### config.mk
export PLATFORM = sky130hd
export DESIGN_NAME = spw_finish
export DESIGN_NICKNAME = d
export VERILOG_FILES = /design/src/rtl/spw_pkg.sv /design/src/rtl/spw_finish.sv
export SDC_FILE = /design/constraint.sdc
export NUM_CORES = 1
export LEC_CHECK = 0
export BUFFER_PORTS_ARGS = -buffer_cell sky130_fd_sc_hd__buf_2
export CORE_AREA = 4 4 408 410
export DETAILED_ROUTE_END_ITERATION = 8
export DIE_AREA = 0 0 412 414
export GPL_TIMING_DRIVEN = 0
export SYNTH_ARGS = -nofsm -noshare
export SYNTH_HDL_FRONTEND = slang
export SYNTH_SLANG_ARGS = --single-unit
### constraint.sdc
create_clock -name clk_i -period 7.18 [get_ports clk_i]
set_input_delay 1.436 -clock clk_i [delete_from_list [all_inputs] [get_ports clk_i]]
set_output_delay 1.436 -clock clk_i [all_outputs]
set_load 0.05 [all_outputs]
### src/rtl/spw_pkg.sv
`default_nettype none
package spw_pkg;

  localparam int unsigned NumRounds = 64;
  localparam int unsigned CfgAddrW  = 6;

  // Register byte addresses (64-bit registers at 8*i).
  localparam logic [CfgAddrW-1:0] AddrMidA   = 6'd0;
  localparam logic [CfgAddrW-1:0] AddrMidB   = 6'd8;
  localparam logic [CfgAddrW-1:0] AddrMidC   = 6'd16;
  localparam logic [CfgAddrW-1:0] AddrMidD   = 6'd24;
  localparam logic [CfgAddrW-1:0] AddrRounds = 6'd32;
  localparam logic [CfgAddrW-1:0] AddrCost   = 6'd40;

  typedef logic [31:0] word_t;

  // One pipeline slot of the compression: working variables and schedule window.
  typedef struct packed {
    logic       vld;
    word_t [7:0] v;
    word_t [15:0] w;
  } rnd_t;

  typedef struct packed {
    logic [255:0] midstate;
    logic [15:0]  rounds;
    logic [7:0]   cost;
  } cfg_t;

  function automatic word_t round_k(input logic [5:0] i);
    word_t k [64];
    k = '{
      32'h428a2f98, 32'h71374491, 32'hb5c0fbcf, 32'he9b5dba5, 32'h3956c25b, 32'h59f111f1,
      32'h923f82a4, 32'hab1c5ed5, 32'hd807aa98, 32'h12835b01, 32'h243185be, 32'h550c7dc3,
      32'h72be5d74, 32'h80deb1fe, 32'h9bdc06a7, 32'hc19bf174, 32'he49b69c1, 32'hefbe4786,
      32'h0fc19dc6, 32'h240ca1cc, 32'h2de92c6f, 32'h4a7484aa, 32'h5cb0a9dc, 32'h76f988da,
      32'h983e5152, 32'ha831c66d, 32'hb00327c8, 32'hbf597fc7, 32'hc6e00bf3, 32'hd5a79147,
      32'h06ca6351, 32'h14292967, 32'h27b70a85, 32'h2e1b2138, 32'h4d2c6dfc, 32'h53380d13,
      32'h650a7354, 32'h766a0abb, 32'h81c2c92e, 32'h92722c85, 32'ha2bfe8a1, 32'ha81a664b,
      32'hc24b8b70, 32'hc76c51a3, 32'hd192e819, 32'hd6990624, 32'hf40e3585, 32'h106aa070,
      32'h19a4c116, 32'h1e376c08, 32'h2748774c, 32'h34b0bcb5, 32'h391c0cb3, 32'h4ed8aa4a,
      32'h5b9cca4f, 32'h682e6ff3, 32'h748f82ee, 32'h78a5636f, 32'h84c87814, 32'h8cc70208,
      32'h90befffa, 32'ha4506ceb, 32'hbef9a3f7, 32'hc67178f2};
    return k[i];
  endfunction

  function automatic word_t rotr(input word_t x, input int unsigned n);
    return (x >> n) | (x << (32 - n));
  endfunction

endpackage
`default_nettype wire

### src/rtl/spw_finish.sv
`default_nettype none
// Adds the midstate, then counts leading zeros over two registered stages.
module spw_finish (
  input  wire logic           clk_i,
  input  wire logic           rst_ni,
  input  wire logic           en_i,
  input  wire spw_pkg::rnd_t  in_i,
  input  wire spw_pkg::cfg_t  cfg_i,
  output logic                vld_o,
  output logic [8:0]          zero_bits_o,
  output logic                meets_o
);
  logic vld1_q, vld2_q;
  logic [255:0] dig_q;
  logic [7:0] nz_q;
  logic [7:0][5:0] lz_q;
  logic [7:0] nz_d;
  logic [7:0][5:0] lz_d;
  logic [8:0] zb;
  logic found;

  always_comb begin
    for (int i = 0; i < 8; i++) begin
      nz_d[i] = dig_q[255-32*i -: 32] != '0;
      lz_d[i] = 6'd32;
      for (int b = 0; b < 32; b++) begin
        if (dig_q[224-32*i + b]) lz_d[i] = 6'(31 - b);
      end
    end
    zb = 9'd256;
    found = 1'b0;
    for (int i = 0; i < 8; i++) begin
      if (!found && nz_q[i]) begin
        zb = 9'(32*i) + {3'b0, lz_q[i]};
        found = 1'b1;
      end
    end
  end

  always_ff @(posedge clk_i or negedge rst_ni) begin
    if (!rst_ni) begin
      vld1_q <= 1'b0;
      vld2_q <= 1'b0;
    end else if (en_i) begin
      vld1_q <= in_i.vld;
      vld2_q <= vld1_q;
    end
  end

  always_ff @(posedge clk_i) begin
    if (en_i) begin
      for (int i = 0; i < 8; i++) begin
        dig_q[255-32*i -: 32] <= in_i.v[i] + cfg_i.midstate[255-32*i -: 32];
      end
      nz_q <= nz_d;
      lz_q <= lz_d;
    end
  end

  assign vld_o       = vld2_q;
  assign zero_bits_o = zb;
  assign meets_o     = zb >= {1'b0, cfg_i.cost};
endmodule
`default_nettype wire

# Yosys cells after proc, flatten, opt, wreduce, memory -nomap -nowiden
# Index checks and enable logic that the tools add are counted.
# classes
addsub	15
magnitude_cmp	1
n_mux	263
n_reduce_logical	62
# op_table
operator	count
2-to-1 mux 5 bit	120
adder 32 bit	8
2-to-1 mux 4 bit	64
nonzero test 32 bit	8
OR reduction 31 bit	8
OR reduction 16 bit	8
2-to-1 mux 3 bit	32
2-to-1 mux 9 bit	8
OR reduction 8 bit	8
2-to-1 mux 6 bit	8
adder 8 x 6 -> 9 bit, first input constant	4
2-to-1 mux 2 bit	16
OR reduction 4 bit	8
adder 7 x 6 -> 8 bit, first input constant	2
OR reduction 2 bit	8
2-to-1 mux 1 bit	15
greater-or-equal comparator 9 x 8 -> 1 bit	1
adder 6 x 6 -> 7 bit, first input constant	1
logical AND 1 bit	7
logical NOT 1 bit	7
# totals
ff_bits	314
in_bits	1052

# Longest topological paths before layout
# logic_depth
ltp_word	31
mapped_depth	18

# Worst setup path after synthesis
# No wires, ideal clock.
# synth_path
path_kind	reg-to-output
start	register nz_q[1]
end	output meets_o
arrival_time_ns	3.837
t_required_ns	5.744
path_slack_ns	1.907
stages_incl_launch_ff	17
path_buffers	1
cell_sequence	edfxtp_1 clkbuf_1 nor3_1 nand2b_1 nor4b_2 a221o_1 a221o_1 ha_1 nor2b_1 o21a_1 o21ai_0 nand2b_1 a21oi_1 nor2b_1 o21ai_0 nand2b_1 a2111o_1
# synth_via
elab_chain_cells	21
# synth_rtl
element	line	source
from (decl)	spw_finish.sv:15	logic [7:0] nz_q;
from (signal assigned)	spw_finish.sv:55	nz_q <= nz_d;
logical AND 1 bit *	spw_finish.sv:33	if (!found && nz_q[i]) begin
2-to-1 mux 1 bit	spw_finish.sv:33	
logical NOT 1 bit	spw_finish.sv:33	
logical AND 1 bit	spw_finish.sv:33	
2-to-1 mux 1 bit	spw_finish.sv:33	
logical NOT 1 bit	spw_finish.sv:33	
logical AND 1 bit	spw_finish.sv:33	
2-to-1 mux 1 bit	spw_finish.sv:33	
[6 not listed]	n/a	
logical NOT 1 bit	spw_finish.sv:33	
logical AND 1 bit	spw_finish.sv:33	
2-to-1 mux 1 bit	spw_finish.sv:33	
logical NOT 1 bit	spw_finish.sv:33	
logical AND 1 bit	spw_finish.sv:33	
2-to-1 mux 9 bit *	spw_finish.sv:33	
named net zero_bits_o[1]	spw_finish.sv:10	output logic [8:0] zero_bits_o,
greater-or-equal comparator 9 x 8 -> 1 bit *	spw_finish.sv:62	assign meets_o = zb >= {1'b0, cfg_i.cost};
to (decl)	spw_finish.sv:11	output logic meets_o
# Mark *: on every way through the listed nets, which the timed path passes. The rest lies on a longest branch.

# Worst setup path after layout
# layout_path
start	register nz_q[1]
end	output meets_o
# layout_via
elab_chain_cells	21
# layout_rtl
element	line
logical AND 1 bit *	spw_finish.sv:33
2-to-1 mux 1 bit	spw_finish.sv:33
logical NOT 1 bit	spw_finish.sv:33
logical AND 1 bit	spw_finish.sv:33
2-to-1 mux 1 bit	spw_finish.sv:33
logical NOT 1 bit	spw_finish.sv:33
logical AND 1 bit	spw_finish.sv:33
2-to-1 mux 1 bit	spw_finish.sv:33
[5 not listed]	n/a
2-to-1 mux 1 bit	spw_finish.sv:33
logical NOT 1 bit	spw_finish.sv:33
logical AND 1 bit	spw_finish.sv:33
2-to-1 mux 1 bit	spw_finish.sv:33
logical NOT 1 bit	spw_finish.sv:33
logical AND 1 bit	spw_finish.sv:33
2-to-1 mux 9 bit *	spw_finish.sv:33
greater-or-equal comparator 9 x 8 -> 1 bit *	spw_finish.sv:62
# Mark *: on every way between the ends. The rest lies on a longest branch, timed or not.

==> results.toml <==
[global_routing]
grtUsageTotal = 0.1259
grt_pass1_wl_um = 154000
antenna_found_initial = 153
grt_max_degree = 118
overflow = 0
grt_pass1_vias = 22130

[logic_synthesis]
synth_top_area_cell = "edfxtp_1"
synth-seq-area-share = 0.3802
synth_cells = 2580
synth.distinct_cells = 82
synthFlopType = "edfxtp_1"
synth_mux_area_frac = 0.001717
yosys_warnings = 0
synth_edf_count = 312
synth_top_area_share = 0.3782
synth_nets = 3896
synth-xor-area-share = 0.07813
synth_area_um2 = 24780
synth_adder_area_share = 0.1358
synth-compound-area-share = 0.2378
syn_area_per_cell_um2 = 9.603
synth-seq-cells = 314
synthSimpleGateAreaFrac = 0.1408
synth_top_family_by_area = "compound AO/OA/AOI/OAI gates"
async_flop_share = 0.006369
ys_top_cells_by_area = "edfxtp_1, ha_1, xnor2_1, a21oi_1, nor2_1"

[detailed_routing]
drt-vias-per-instance = 4.165
wirelength_um = 111600
route.detailed.drc = 0
via_count = 22540
firstDrtPassIters = 5
drtAntennaViolNets = 0
dr.first_iter.drc_count = 1449
post_drt_wl_per_cell_um = 20.63

[timing]
fin_crit_ns = 6.457
setup_violations = 0
fin_setup_tns_ns = 0
hold_violations = 0
relSlewSlack = 0.07493
post-route-period-util = 0.8992
setup_ws_ns = 0.7235
fin_skew_ns = 0.01753
worstMarginPinSlew_ns = 1.377
rsz0062_at_grt = "false"
report.final.slew_viol_count = 0
fmax_ghz = 0.1549

[floorplanning]
fp.dieH_um = 414
io_pins = 1063
die_x_um = 412
num_rows = 148
initial_core_util = 0.1526
dieArea_um2 = 170600
core_um2 = 162400

[critical_path]
cp_data_arrival_time_ns = 5.02
worstSetupStartpoint = "nz_q[1]$_DFFE_PP_"
crit_path_start_kind = "register"
cp_max_fo = 9
cp_cell_sequence = "clkbuf_1, nor3_1, nand2b_1, nor4b_2, a221o_1, a221o_1, ha_1, nor2b_1, o21a_1, o21ai_0, nand2b_1, a21oi_1, nor2b_1, o21ai_0, nand2b_1, a2111o_1, buf_2"
crit_required_ns = 5.74
crit_top_cell = "nand2b_1"
timing.rr.start = "dig_q[226]$_DFFE_PP_"
cpLargestDelayFamily = "compound AO/OA/AOI/OAI gates"
cp-end-kind = "primary output"
critPathBufInv = 2
crit_type = "reg -> out"
crit_path_top_delay_cell = "nor4b_2"
max_stage_delay_ns = 0.69

[finish]
drive_above_1_share = 0.2034
final_common_cell = "buf_2"
fillCellCount = 17970
mostFrequentLayoutCells = "buf_2, edfxtp_1, nor2_1, a21oi_1, ha_1"
area_delta_synth_final_pct = 28.24
nets = 4477

[cts]
cts-hold-fix-buffers = 0
worstSkewPairLatency_ns = 0.58
cts_buffers = 42
cts_buffer_depth = 3
cts_root_buffer = "clkbuf_16"
clk_pin_slew_worst_paths_ns = 0.06
cts_sinks = 314
cts_tree = "done"
cts_resized = 0
post_cts_buffers = 0
cts-htree-levels = 2

[place]
gp_congestion = 0.9222
numPortBuffers = 534
dp_slack_ns = 1.229
hpwl_um = 98350

[power_and_ir_drop]
p_leak_nw = 12.77
cellPowerDensity_nw_per_um2 = 204.8
ir_drop_v = 0.00009881
total_power_mw = 6.507

[run]
maxCapViolCount = 0

[min_path]
hp-class = "reg -> reg"
min-delay-start = "vld_o$_DFFE_PN0P_"

[status]
status = "finished, final reports clean"
layer usage:
layer,GRT usage,vias up,part of all wire
met5,0,-,0.0042
met4,0.04526,74,0.036
met3,0.06056,259,0.12
met2,0.1993,776,0.44
met1,0.1475,10390,0.40
li1,-,11040,-
report_power, final:
| part | switching (mW) | internal (mW) |
|---|---|---|
| Clock | 0.850 | 1.32 |
| Combinational | 0.992 | 0.761 |
| Sequential | 0.198 | 2.39 |
| Total | 2.04 | 4.47 |
final timing paths:
check,endpoint,depth (start not counted),slack [ns]
setup / recovery,meets_o,17,0.72
hold / removal,vld_o$_DFFE_PN0P_,1,0.51
setup reg to reg,lz_q[1]$_SDFFCE_PP0P_,8,4.32
hold reg to reg,vld_o$_DFFE_PN0P_,1,0.51
max in group asynchronous,vld_o$_DFFE_PN0P_,1,6.46
min in group asynchronous,vld1_q$_DFFE_PN0P_,1,0.63
stage by stage:
step | area (µm²) | util | hold slack (ns) | cells
floorplan | 24780 | - | 0.4749 | 2580
global placement | 30170 | 0.1858 | 0.4859 | 5289
detailed placement | 30270 | 0.1864 | 0.4939 | 5292
CTS | 31660 | 0.1949 | 0.5066 | 5366
global route | 31700 | 0.1952 | 0.5388 | 5384
finish | 31770 | 0.1956 | 0.5148 | 5411
area by class of cell:
cell class / instances / area (µm²) / share of cell area
plain buffers: 19 / 78.83 / 0.002481
multi-input cells: 2099 / 14730 / 0.4636
diodes: 45 / 112.6 / 0.003544
clock inverters: 21 / 277.8 / 0.008743
clock buffers: 53 / 1114 / 0.03505
repair buffers: 537 / 2765 / 0.08703
flip-flops and latches: 314 / 9419 / 0.2965
well taps: 2175 / 2721 / 0.08565
inverters: 148 / 555.5 / 0.01749
sequential cells by signal (all words and copies together), names as in the netlist:
name,count
dig_q,256
lz_q,48
nz_q,8
vld1_q,1
vld_o,1
cells in the mapped netlist, drive strengths merged (5+ instances only):
master     n
a2111oi   11
a211o      8
a211oi    50
a21boi    14
a21o      90
a21oi    262
a221o     12
a221oi    17
a22oi     11
a31oi     22
a41oi      8
and2      19
and3      23
buf        6
clkbuf    13
edfxtp   312
fa         8
ha       256
inv      148
nand2    129
nand2b    34
nand3     44
nand4     20
nor2     259
nor2b     49
nor3      60
nor4      47
o211ai    19
o21a      52
o21ai    163
o21bai    39
o22ai      6
o31a      21
o31ai     37
o41ai      5
or2       16
or3        6
or4        9
xnor2    167
xor2      54
cells by family (layout without fill, tap and decap cells):
kind of cell             after synthesis  in the layout
AO/OA/AOI/OAI                        884            884
XOR/XNOR                             221            221
adder cells (fa/ha/maj)              264            264
buffers and inverters                167            778
flip-flops                           314            314
multiplexers                           4              4
other                                  0             45
AND/OR/NAND/NOR                      726            726
No activity file was read; power rests on OpenSTA's default activity.
