**src/rtl/spw_pkg.sv**
```systemverilog
`default_nettype none
package spw_pkg;

  localparam int unsigned NumRounds = 64;
  localparam int unsigned CfgAddrW  = 6;

  // Register byte addresses (64-bit registers at 8*i).
  localparam logic [CfgAddrW-1:0] AddrMidA   = 6'd0;
  localparam logic [CfgAddrW-1:0] AddrMidB   = 6'd8;
  localparam logic [CfgAddrW-1:0] AddrMidC   = 6'd16;
  localparam logic [CfgAddrW-1:0] AddrMidD   = 6'd24;
  localparam logic [CfgAddrW-1:0] AddrRounds = 6'd32;
  localparam logic [CfgAddrW-1:0] AddrCost   = 6'd40;

  typedef logic [31:0] word_t;

  // One pipeline slot of the compression: working variables and schedule window.
  typedef struct packed {
    logic       vld;
    word_t [7:0] v;
    word_t [15:0] w;
  } rnd_t;

  typedef struct packed {
    logic [255:0] midstate;
    logic [15:0]  rounds;
    logic [7:0]   cost;
  } cfg_t;

  function automatic word_t round_k(input logic [5:0] i);
    word_t k [64];
    k = '{
      32'h428a2f98, 32'h71374491, 32'hb5c0fbcf, 32'he9b5dba5, 32'h3956c25b, 32'h59f111f1,
      32'h923f82a4, 32'hab1c5ed5, 32'hd807aa98, 32'h12835b01, 32'h243185be, 32'h550c7dc3,
      32'h72be5d74, 32'h80deb1fe, 32'h9bdc06a7, 32'hc19bf174, 32'he49b69c1, 32'hefbe4786,
      32'h0fc19dc6, 32'h240ca1cc, 32'h2de92c6f, 32'h4a7484aa, 32'h5cb0a9dc, 32'h76f988da,
      32'h983e5152, 32'ha831c66d, 32'hb00327c8, 32'hbf597fc7, 32'hc6e00bf3, 32'hd5a79147,
      32'h06ca6351, 32'h14292967, 32'h27b70a85, 32'h2e1b2138, 32'h4d2c6dfc, 32'h53380d13,
      32'h650a7354, 32'h766a0abb, 32'h81c2c92e, 32'h92722c85, 32'ha2bfe8a1, 32'ha81a664b,
      32'hc24b8b70, 32'hc76c51a3, 32'hd192e819, 32'hd6990624, 32'hf40e3585, 32'h106aa070,
      32'h19a4c116, 32'h1e376c08, 32'h2748774c, 32'h34b0bcb5, 32'h391c0cb3, 32'h4ed8aa4a,
      32'h5b9cca4f, 32'h682e6ff3, 32'h748f82ee, 32'h78a5636f, 32'h84c87814, 32'h8cc70208,
      32'h90befffa, 32'ha4506ceb, 32'hbef9a3f7, 32'hc67178f2};
    return k[i];
  endfunction

  function automatic word_t rotr(input word_t x, input int unsigned n);
    return (x >> n) | (x << (32 - n));
  endfunction

endpackage
`default_nettype wire

```
**src/rtl/spw_round.sv**
```systemverilog
`default_nettype none
// One SHA-256 round with its schedule step, registered at the output.
module spw_round #(
  parameter logic [5:0] Idx = 6'd0
) (
  input  wire logic          clk_i,
  input  wire logic          rst_ni,
  input  wire logic          en_i,
  input  wire spw_pkg::rnd_t in_i,
  output spw_pkg::rnd_t      out_o
);
  spw_pkg::rnd_t out_d;
  logic vld_q;
  spw_pkg::word_t [7:0] v_q;
  spw_pkg::word_t [15:0] w_q;
  spw_pkg::word_t t1, t2, a, e, s0, s1, wn;

  always_comb begin
    a  = in_i.v[0];
    e  = in_i.v[4];
    t1 = in_i.v[7] + (spw_pkg::rotr(e, 6) ^ spw_pkg::rotr(e, 11) ^ spw_pkg::rotr(e, 25))
       + ((e & in_i.v[5]) ^ (~e & in_i.v[6])) + spw_pkg::round_k(Idx) + in_i.w[0];
    t2 = (spw_pkg::rotr(a, 2) ^ spw_pkg::rotr(a, 13) ^ spw_pkg::rotr(a, 22))
       + ((a & in_i.v[1]) ^ (a & in_i.v[2]) ^ (in_i.v[1] & in_i.v[2]));
    s0 = spw_pkg::rotr(in_i.w[1], 7) ^ spw_pkg::rotr(in_i.w[1], 18) ^ (in_i.w[1] >> 3);
    s1 = spw_pkg::rotr(in_i.w[14], 17) ^ spw_pkg::rotr(in_i.w[14], 19) ^ (in_i.w[14] >> 10);
    wn = in_i.w[0] + s0 + in_i.w[9] + s1;
    out_d.vld  = in_i.vld;
    out_d.v[0] = t1 + t2;
    out_d.v[1] = in_i.v[0];
    out_d.v[2] = in_i.v[1];
    out_d.v[3] = in_i.v[2];
    out_d.v[4] = in_i.v[3] + t1;
    out_d.v[5] = in_i.v[4];
    out_d.v[6] = in_i.v[5];
    out_d.v[7] = in_i.v[6];
    for (int i = 0; i < 15; i++) out_d.w[i] = in_i.w[i+1];
    out_d.w[15] = wn;
  end

  always_ff @(posedge clk_i or negedge rst_ni) begin
    if (!rst_ni) begin
      vld_q <= 1'b0;
    end else if (en_i) begin
      vld_q <= out_d.vld;
    end
  end

  always_ff @(posedge clk_i) begin
    if (en_i) begin
      v_q <= out_d.v;
      w_q <= out_d.w;
    end
  end

  assign out_o = {vld_q, v_q, w_q};
endmodule
`default_nettype wire

```
**config.mk**
```make
export PLATFORM = sky130hd
export DESIGN_NAME = spw_round
export DESIGN_NICKNAME = d
export VERILOG_FILES = /design/src/rtl/spw_pkg.sv /design/src/rtl/spw_round.sv
export SDC_FILE = /design/constraint.sdc
export NUM_CORES = 1
export LEC_CHECK = 0
export ABC_AREA = 1
export BUFFER_PORTS_ARGS = -buffer_cell sky130_fd_sc_hd__buf_2
export CORE_AREA = 2 2 594 596
export CTS_BUF_LIST = sky130_fd_sc_hd__clkbuf_4
export CTS_CLUSTER_SIZE = 30
export DETAILED_ROUTE_END_ITERATION = 7
export DIE_AREA = 0 0 596 598
export GPL_ROUTABILITY_DRIVEN = 1
export PLACE_DENSITY = 0.3
export REMOVE_ABC_BUFFERS = 1
export SYNTH_ARGS = -nofsm -noshare
export SYNTH_HDL_FRONTEND = slang
export SYNTH_SLANG_ARGS = --single-unit
```
**constraint.sdc**
```tcl
create_clock -name clk_i -period 2.2 [get_ports clk_i]
set_input_delay 0.11 -clock clk_i [delete_from_list [all_inputs] [get_ports clk_i]]
set_output_delay 0.11 -clock clk_i [all_outputs]
set_load 0.05 [all_outputs]
```
Word level (Yosys, flattened, before mapping):

Cells that the tools add are included.

* $add $sub $neg: 10
* $mul: 0
* divide/modulo/power cells: 0
* order comparisons: 0
* equal/unequal tests: 0
* shift operators: 0
* multiplexer cells: 0
* bitwise operators: 27
* reduce and logical (&&, ||, !) cells: 0

Operators by type and width (number)
* $add 32x32->32: 9
* $xor 32x32->32: 9
* $and 32x32->32: 5
* $add 32x31->32 const B: 1
* $not 32->32: 1
* $or 10x32->32: 1
* $or 13x32->32: 1
* $or 14x32->32: 1
* $or 15x32->32: 1
* $or 19x32->32: 1
* $or 21x32->32: 1
* $or 25x32->32: 1
* $or 26x32->32: 1
* $or 30x32->32: 1
* $or 7x32->32: 1
* $xor 32x22->32: 1
* $xor 32x29->32: 1

* bits in registers: 769
* latch bits: 0
* memory bits (writable): 0
* ROM bits: 0
* input port bits: 772
* logic and storage cells: 62
* memories: 0

Logic depth before layout (Yosys ltp):

Gate-level depths: netlist of run 1.

* word-level depth: 8
* gate-level depth with buffers: 34
* mapped depth without buffers: 34

Worst setup path after synthesis of run 1:

Ideal clock, no wire load.

* kind: input to register
* start: in in_i[652] (netlist name)
* end: reg v_q (netlist bit out_o[539]) (data pin)
* library setup time: 0.256 ns
* arrival time: 5.164 ns
* required time: 1.944 ns
* setup slack: -3.221 ns
* cell stages on the path: 33
* path buffers: 1
* path through: clkbuf_1 -> xnor2_1 -> xor2_1 -> fa_1 -> fa_1 -> inv_1 -> ha_1 -> ha_1 -> fa_1 -> nand3_1 -> nand2_1 -> a21boi_2 -> o21bai_1 -> nand2_1 -> nand2_1 -> a21oi_1 -> inv_1 -> nand2_1 -> nand2_1 -> fa_1 -> inv_1 -> ha_1 -> nand2_1 -> nor2_1 -> inv_1 -> nor2_1 -> nand3_1 -> o211ai_2 -> nand2_1 -> inv_1 -> nor2_1 -> nand2_1 -> nand2_1

RTL lines
* start: declaration: RTL line spw_round.sv:9 `input wire spw_pkg::rnd_t in_i,`
* end signal: assignment: RTL line spw_round.sv:51 `v_q <= out_d.v;`
* end: declaration: RTL line spw_round.sv:14 `spw_pkg::word_t [7:0] v_q;`

==> results_dict.tcl, run 1 <==
set metrics [dict create \
    cts.sinks 769 \
    drc 0 \
    core-area_um2 351000 \
    worst_setup_path_start_kind "primary input" \
    vias_per_cell 3.42 \
    synthToLayoutAreaGrowth_pct 134 \
    slew_headroom 0.482 \
    clk_path_buf_depth 4 \
    drt_iter0_markers 2088 \
    row_count 218 \
    fin_nets 8645 \
    slowest_delay_ns 0.60 \
    fillers 37500 \
    layout-drive-gt1-share 0.480 \
    grt_remaining_overflow 0 \
    post-place-ws_ns -5.11 \
    clkPwrFrac 0.111 \
    wl_mm 342 \
    max_freq_mhz 228 \
    grt_first_pass_wirelength_mm 435 \
    mappedNetlistArea_um2 37900 \
    routedWlPerCell_um 27.5 \
    rsz0062_at_grt "yes" \
    finalMaxSlewViolations 0 \
    hold_viol 2 \
    regArea_um2 23100 \
    ys_warn_count 0 \
    combPwrFrac 0.751 \
    post-route-min-period_ns 4.38 \
    setup_viol 85 \
    ys_ff_latch 769 \
    hold_class "in2reg" \
    synth_async_sr_flop_share 0.00130 \
    crit_path_end_kind "flop" \
    synth-main-ff-cell "edfxtp_1" \
    crit_fanout 4 \
    min_period_over_period 1.99 \
    clock_latency_ns 1.25 \
    grtUsageTotal 0.185 \
    vdd_drop_max_mv 1.54 \
    start_util 0.108 \
    worstSetupPathType "in2reg" \
    total_power_w 0.154 \
    cts_root_buf "clkbuf_4" \
    die_h_um 598 \
    synth-seq-area-share 0.609 \
    cts_made_buffers 265 \
    r2r_cells 2 \
    postRouteAntennaNets 0 \
    cts_tree "done" \
    hpwlAfterDp_mm 282 \
    finClkSkew_ns 0 \
    switchingPower_w 0.0711 \
    dr.pass1.iters 5 \
    gp_congestion 0.847 \
    whs_ns -0.129 \
    fin_ws_ns -2.18 \
    violations "hold timing, setup timing" \
    syn_area_per_cell_um2 13.1 \
    yosys-top-cells-count "edfxtp_1 (768), inv_1 (473), nand2_1 (370), xor2_1 (190), a21oi_1 (160)" \
    multi_input_area_um2 17700 \
    grt_antenna_before_repair 180 \
    vias 42500 \
    cap_violations 0 \
    clk_pin_slew_ns 0.05 \
    power.share.sequential 0.138 \
    required_ns 3.36 \
    grt_pass1_vias 46500 \
    yosysMostFrequentCell "edfxtp_1" \
    arrival_ns 5.54 \
    startpoint "in_i[656]" \
    synth_area_leaders "edfxtp_1 (61%), fa_1 (8.3%), ha_1 (5.0%)" \
    status "finished with violations" \
    power.density_nw_per_um2 1730 \
    cp_slowest_cell "fa_2" \
    leakagePower_nw 38.3 \
    synth-edff-count 768 \
    htree_levels 5 \
    ys_types 51 \
    p_int_w 0.0828 \
    dieArea_um2 356000 \
    timing.rr.start "vld_q" \
    hold_start "in_i[535]" \
    worstHoldPathCells 7 \
    yosys.area.top_type "edfxtp_1" \
    port_buffers 1540 \
    tightest_slew_ns 0.755 \
    io_pins 1541 \
    die_w_um 596 \
    synth_cells 2901 \
    power.share.switching 0.462 \
    netlist.area_leader.share 0.608 \
    grt_max_degree 66 \
]
==> stage by stage <==
stage	cell area (µm²)	instances	hold slack, ns	util	TNS, ns
2_1_floorplan	37900	2889	-0.186	-	-149.33
3_3_place_gp	58900	9975	-0.114	0.168	-315.05
3_5_place_dp	58900	9975	-0.113	0.168	-316.64
4_1_cts	83500	12300	-0.392	0.238	-188.81
5_1_grt	88800	12400	-0.213	0.253	-115.56
6_report	88900	12400	-0.129	0.254	-107.24
==> logic make-up after synthesis <==
| kind of cell | Yosys count | synth area share |
|---|---|---|
| buf+inv | 488 | 0.0485 |
| simple gates | 622 | 0.0680 |
| flops | 769 | 0.609 |
| mux | 28 | 0.00805 |
| fa+ha+maj | 311 | 0.134 |
| xor+xnor | 346 | 0.0799 |
| compound gates | 337 | 0.0534 |
==> critical path, delay by kind of cell <==
kind                       cells  cell delay, ns
AOI/OAI and AO/OA              5            0.67
and+or+nand+nor                8            0.77
adders and majority gates      6            2.41
xor gates and xnor gates       3            0.42
buffers and inverters         11            1.12
==> layout by cell type (no fill, tap or decap), types with 40 or more instances in the layout <==
cell type      synthesis  final
nand2_1              370    222
xor2_2                 0     40
a21oi_1              160     63
dlygate4sd3_1          0   1863
buf_6                  0    353
xnor2_1              156    112
fa_1                 157    127
inv_2                  2     72
buf_12                 0     47
diode_2                0     67
ha_1                 152     56
nand2_2                6    104
inv_1                473    399
buf_2                  2   1113
a21oi_2                3     62
buf_4                  1    961
xor2_1               190    134
nor2_1               109     49
nand3_1               86     44
edfxtp_1             768    768
nand2_4                0     50
ha_4                   0     90
clkbuf_4               0    430
==> worst paths after layout <==
path / endpoint / slack, ns
min: out_o[513] / -0.13
max in group asynchronous: vld_q / 1.32
min in group asynchronous: vld_q / 0.77
min reg2reg: vld_q / 1.07
max: out_o[539] / -2.18
max reg2reg: vld_q / 0.89
==> registers in the layout (all words and copies together), names as in the netlist <==
| signal | cells |
|---|---|
| out_o | 768 |
| vld_q | 1 |
==> routing by layer <==
metal	wire (µm)	up-vias	global-route usage
met5	688	-	0
met4	17800	104	0.0790
met3	23000	640	0.0513
met2	187000	1651	0.363
met1	114000	20800	0.177
li1	-	19400	-
==> power groups by stage <==
stage	sequential, W	combinational (W)	clock [W]
after global routing	0.0214	0.124	0.0186
after floorplan	0.0281	0.0296	0
after CTS	0.0211	0.0995	0.0179
final	0.0212	0.116	0.0171
after global placement	0.0213	0.0814	0
after detailed placement	0.0213	0.0810	0
==> area by class of cell <==
cell class | count | area share
antenna | 67 | 0.00189
clock buffer | 373 | 0.0315
clock inverter | 71 | 0.00643
inverter | 476 | 0.0203
multi-input combinational | 1644 | 0.200
sequential | 769 | 0.260
tap | 4620 | 0.0650
timing repair buffer | 4408 | 0.416
==> repair_timing <==
item                       in CTS  in global routing
setup buffers                  30                 58
resized for setup             487               1656
hold endpoints to repair     1527                 30
setup endpoints to repair     776                498
hold buffers                 1867                 26
pin swaps                     127                302
Power figures use the tool's default switching activity.
==> run 2, diff against run 1 <==
Settings changed: GPL_TIMING_DRIVEN set to 0, PLACE_DENSITY 0.3 to 0.31.
Clock period 2.2 ns to 3.6 ns, I/O delays scaled along.
==> run 2 against run 1 <==
  * The run ends with setup timing left
  * Clock-buffer cell count decreased by 9
  * Non-clock buffer count down 893
  * Critical path depth grew 2
  * Total power down 48%
  * Final cell count decreased by 7.2%
  * Final area fell by 12%
  * Global-route usage decreased by 0.48 points
  * Wire length fell by 2.8%
  * Highest routed layer unchanged
  * Core utilization shrank 3.0 points
  * Clock skew unchanged
  * Sequential cell count did not move
  * First-iteration DRC count shrank 12%
==> results_dict.tcl, run 2 (synthesis gave the netlist of run 1 again) <==
set metrics [dict create \
    rsz0062_at_grt "yes" \
    port_buffers 1540 \
    cts_made_buffers 271 \
    cap_violations 0 \
    power.density_nw_per_um2 1030 \
    post-route-min-period_ns 4.72 \
    hold_viol 0 \
    cts.sinks 769 \
    timing.rr.start "vld_q" \
    drc 0 \
    setup_viol 50 \
    postRouteAntennaNets 0 \
    violations "setup timing" \
    leakagePower_nw 32.9 \
    slowest_delay_ns 0.55 \
    grt_remaining_overflow 0 \
    critPathMostFrequentCell "inv_2" \
    slew_headroom 0.346 \
    fin_nets 7758 \
    worstSetupPathType "in2reg" \
    fin_setup_tns_ns -32.10 \
    vias 39300 \
    fin_ws_ns -1.12 \
    grt_pass1_vias 42500 \
    grtUsageTotal 0.180 \
    grt_max_degree 121 \
    layout-drive-gt1-share 0.376 \
    dr.pass1.iters 5 \
    hpwlAfterDp_mm 268 \
    clk_pin_slew_ns 0.06 \
    required_ns 4.64 \
    mostFrequentLayoutCells "dlygate4sd3_1 (1,825), buf_2 (1,514), edfxtp_1 (768)" \
    finalMaxSlewViolations 0 \
    die_h_um 598 \
    hold_start "in_i[627]" \
    wl_mm 333 \
    tightest_slew_ns 0.979 \
    drt_iter0_markers 1834 \
    io_pins 1541 \
    max_freq_mhz 212 \
    core-area_um2 351000 \
    arrival_ns 5.76 \
    final_common_cell "dlygate4sd3_1" \
    finalInstanceArea_um2 78300 \
    htree_levels 5 \
    largest_register_ffs 768 \
    die_w_um 596 \
    grt_first_pass_wirelength_mm 418 \
    vias_per_cell 3.40 \
    start_util 0.108 \
    ff2ff_setup_slack_ns 2.30 \
    synthToLayoutAreaGrowth_pct 106 \
    place_area_um2 51600 \
    cts_tree "done" \
    crit_fanout 5 \
    worst_setup_path_start_kind "primary input" \
    crit_path_end_kind "flop" \
    vdd_drop_max_mv 0.705 \
    finClkSkew_ns 0 \
    clock_latency_ns 1.25 \
    grt_antenna_before_repair 184 \
    status "finished with violations" \
    startpoint "in_i[652]" \
    cp_slowest_cell "fa_2" \
    hold_class "in2reg" \
    row_count 218 \
    routedWlPerCell_um 28.9 \
    min_period_over_period 1.31 \
    clk_path_buf_depth 4 \
    cts_root_buf "clkbuf_4" \
    dieArea_um2 356000 \
    gp_congestion 0.881 \
]
-- run 2: timing repair --
item / 4_1_cts / 5_1_grt
pin swaps: 119 / 139
gates resized for setup: 523 / 230
buffers inserted: 83 / 61
endpoints found under the setup margin: 57 / 60
hold buffers: 1826 / 1
hold endpoints to repair: 1225 / 1
-- run 2: power by group --
group / internal (W) / leakage (nW) / switching, W / total, W
logic: 0.0226 / 23.4 / 0.0347 / 0.0573
clock network: 0.00526 / 1.96 / 0.00513 / 0.0104
registers: 0.0124 / 7.53 / 0.000380 / 0.0128
-- run 2: final timing paths --
| check | to | cells past startpoint |
|---|---|---|
| min in group asynchronous | vld_q | 4 |
| hold / removal | out_o[659] | 4 |
| hold reg to reg | vld_q | 2 |
| max in group asynchronous | vld_q | 4 |
| setup reg to reg | vld_q | 2 |
| setup / recovery | out_o[538] | 35 |
-- run 2: layout make-up --
| cell class | instances | area, µm² |
|---|---|---|
| multi-input combinational | 1644 | 16200 |
| inverter | 476 | 1800 |
| clock inverter | 83 | 611 |
| sequential | 769 | 23100 |
| fill | 37900 | 273000 |
| timing repair buffer | 3515 | 27900 |
| antenna | 61 | 153 |
| tap | 4620 | 5780 |
| clock buffer | 364 | 2730 |
-- run 2: per-layer routing --
metal  vias up  GRT usage  part of all wire
met1     19200      0.175              0.34
met3       616     0.0445             0.062
li1      17600          -                 -
met4        94     0.0710             0.047
met2      1710      0.357              0.55
met5         -          0            0.0018
-- run 2: stage by stage --
| step | power (W) | setup slack (ns) | hold slack [ns] | utilization | instances |
|---|---|---|---|---|---|
| 2_1_floorplan | 0.0353 | -1.72 | -0.116 | - | 2889 |
| 3_3_place_gp | 0.0511 | -12.73 | -0.0452 | 0.146 | 9049 |
| 3_5_place_dp | 0.0507 | -4.88 | -0.0442 | 0.147 | 9056 |
| 4_1_cts | 0.0758 | -1.03 | 0.000403 | 0.218 | 11400 |
| 5_1_grt | 0.0860 | -1.18 | 0.0998 | 0.223 | 11500 |
| 6_report | 0.0805 | -1.12 | 0.206 | 0.223 | 11500 |
-- run 2: worst max-delay path: cells and delay by family --
kind / cells / cell delay [ns]
adders and majority gates: 7 / 2.56
xor gates and xnor gates: 4 / 0.78
buffers and inverters: 12 / 1.12
AOI/OAI and AO/OA: 3 / 0.32
and+or+nand+nor: 9 / 0.75
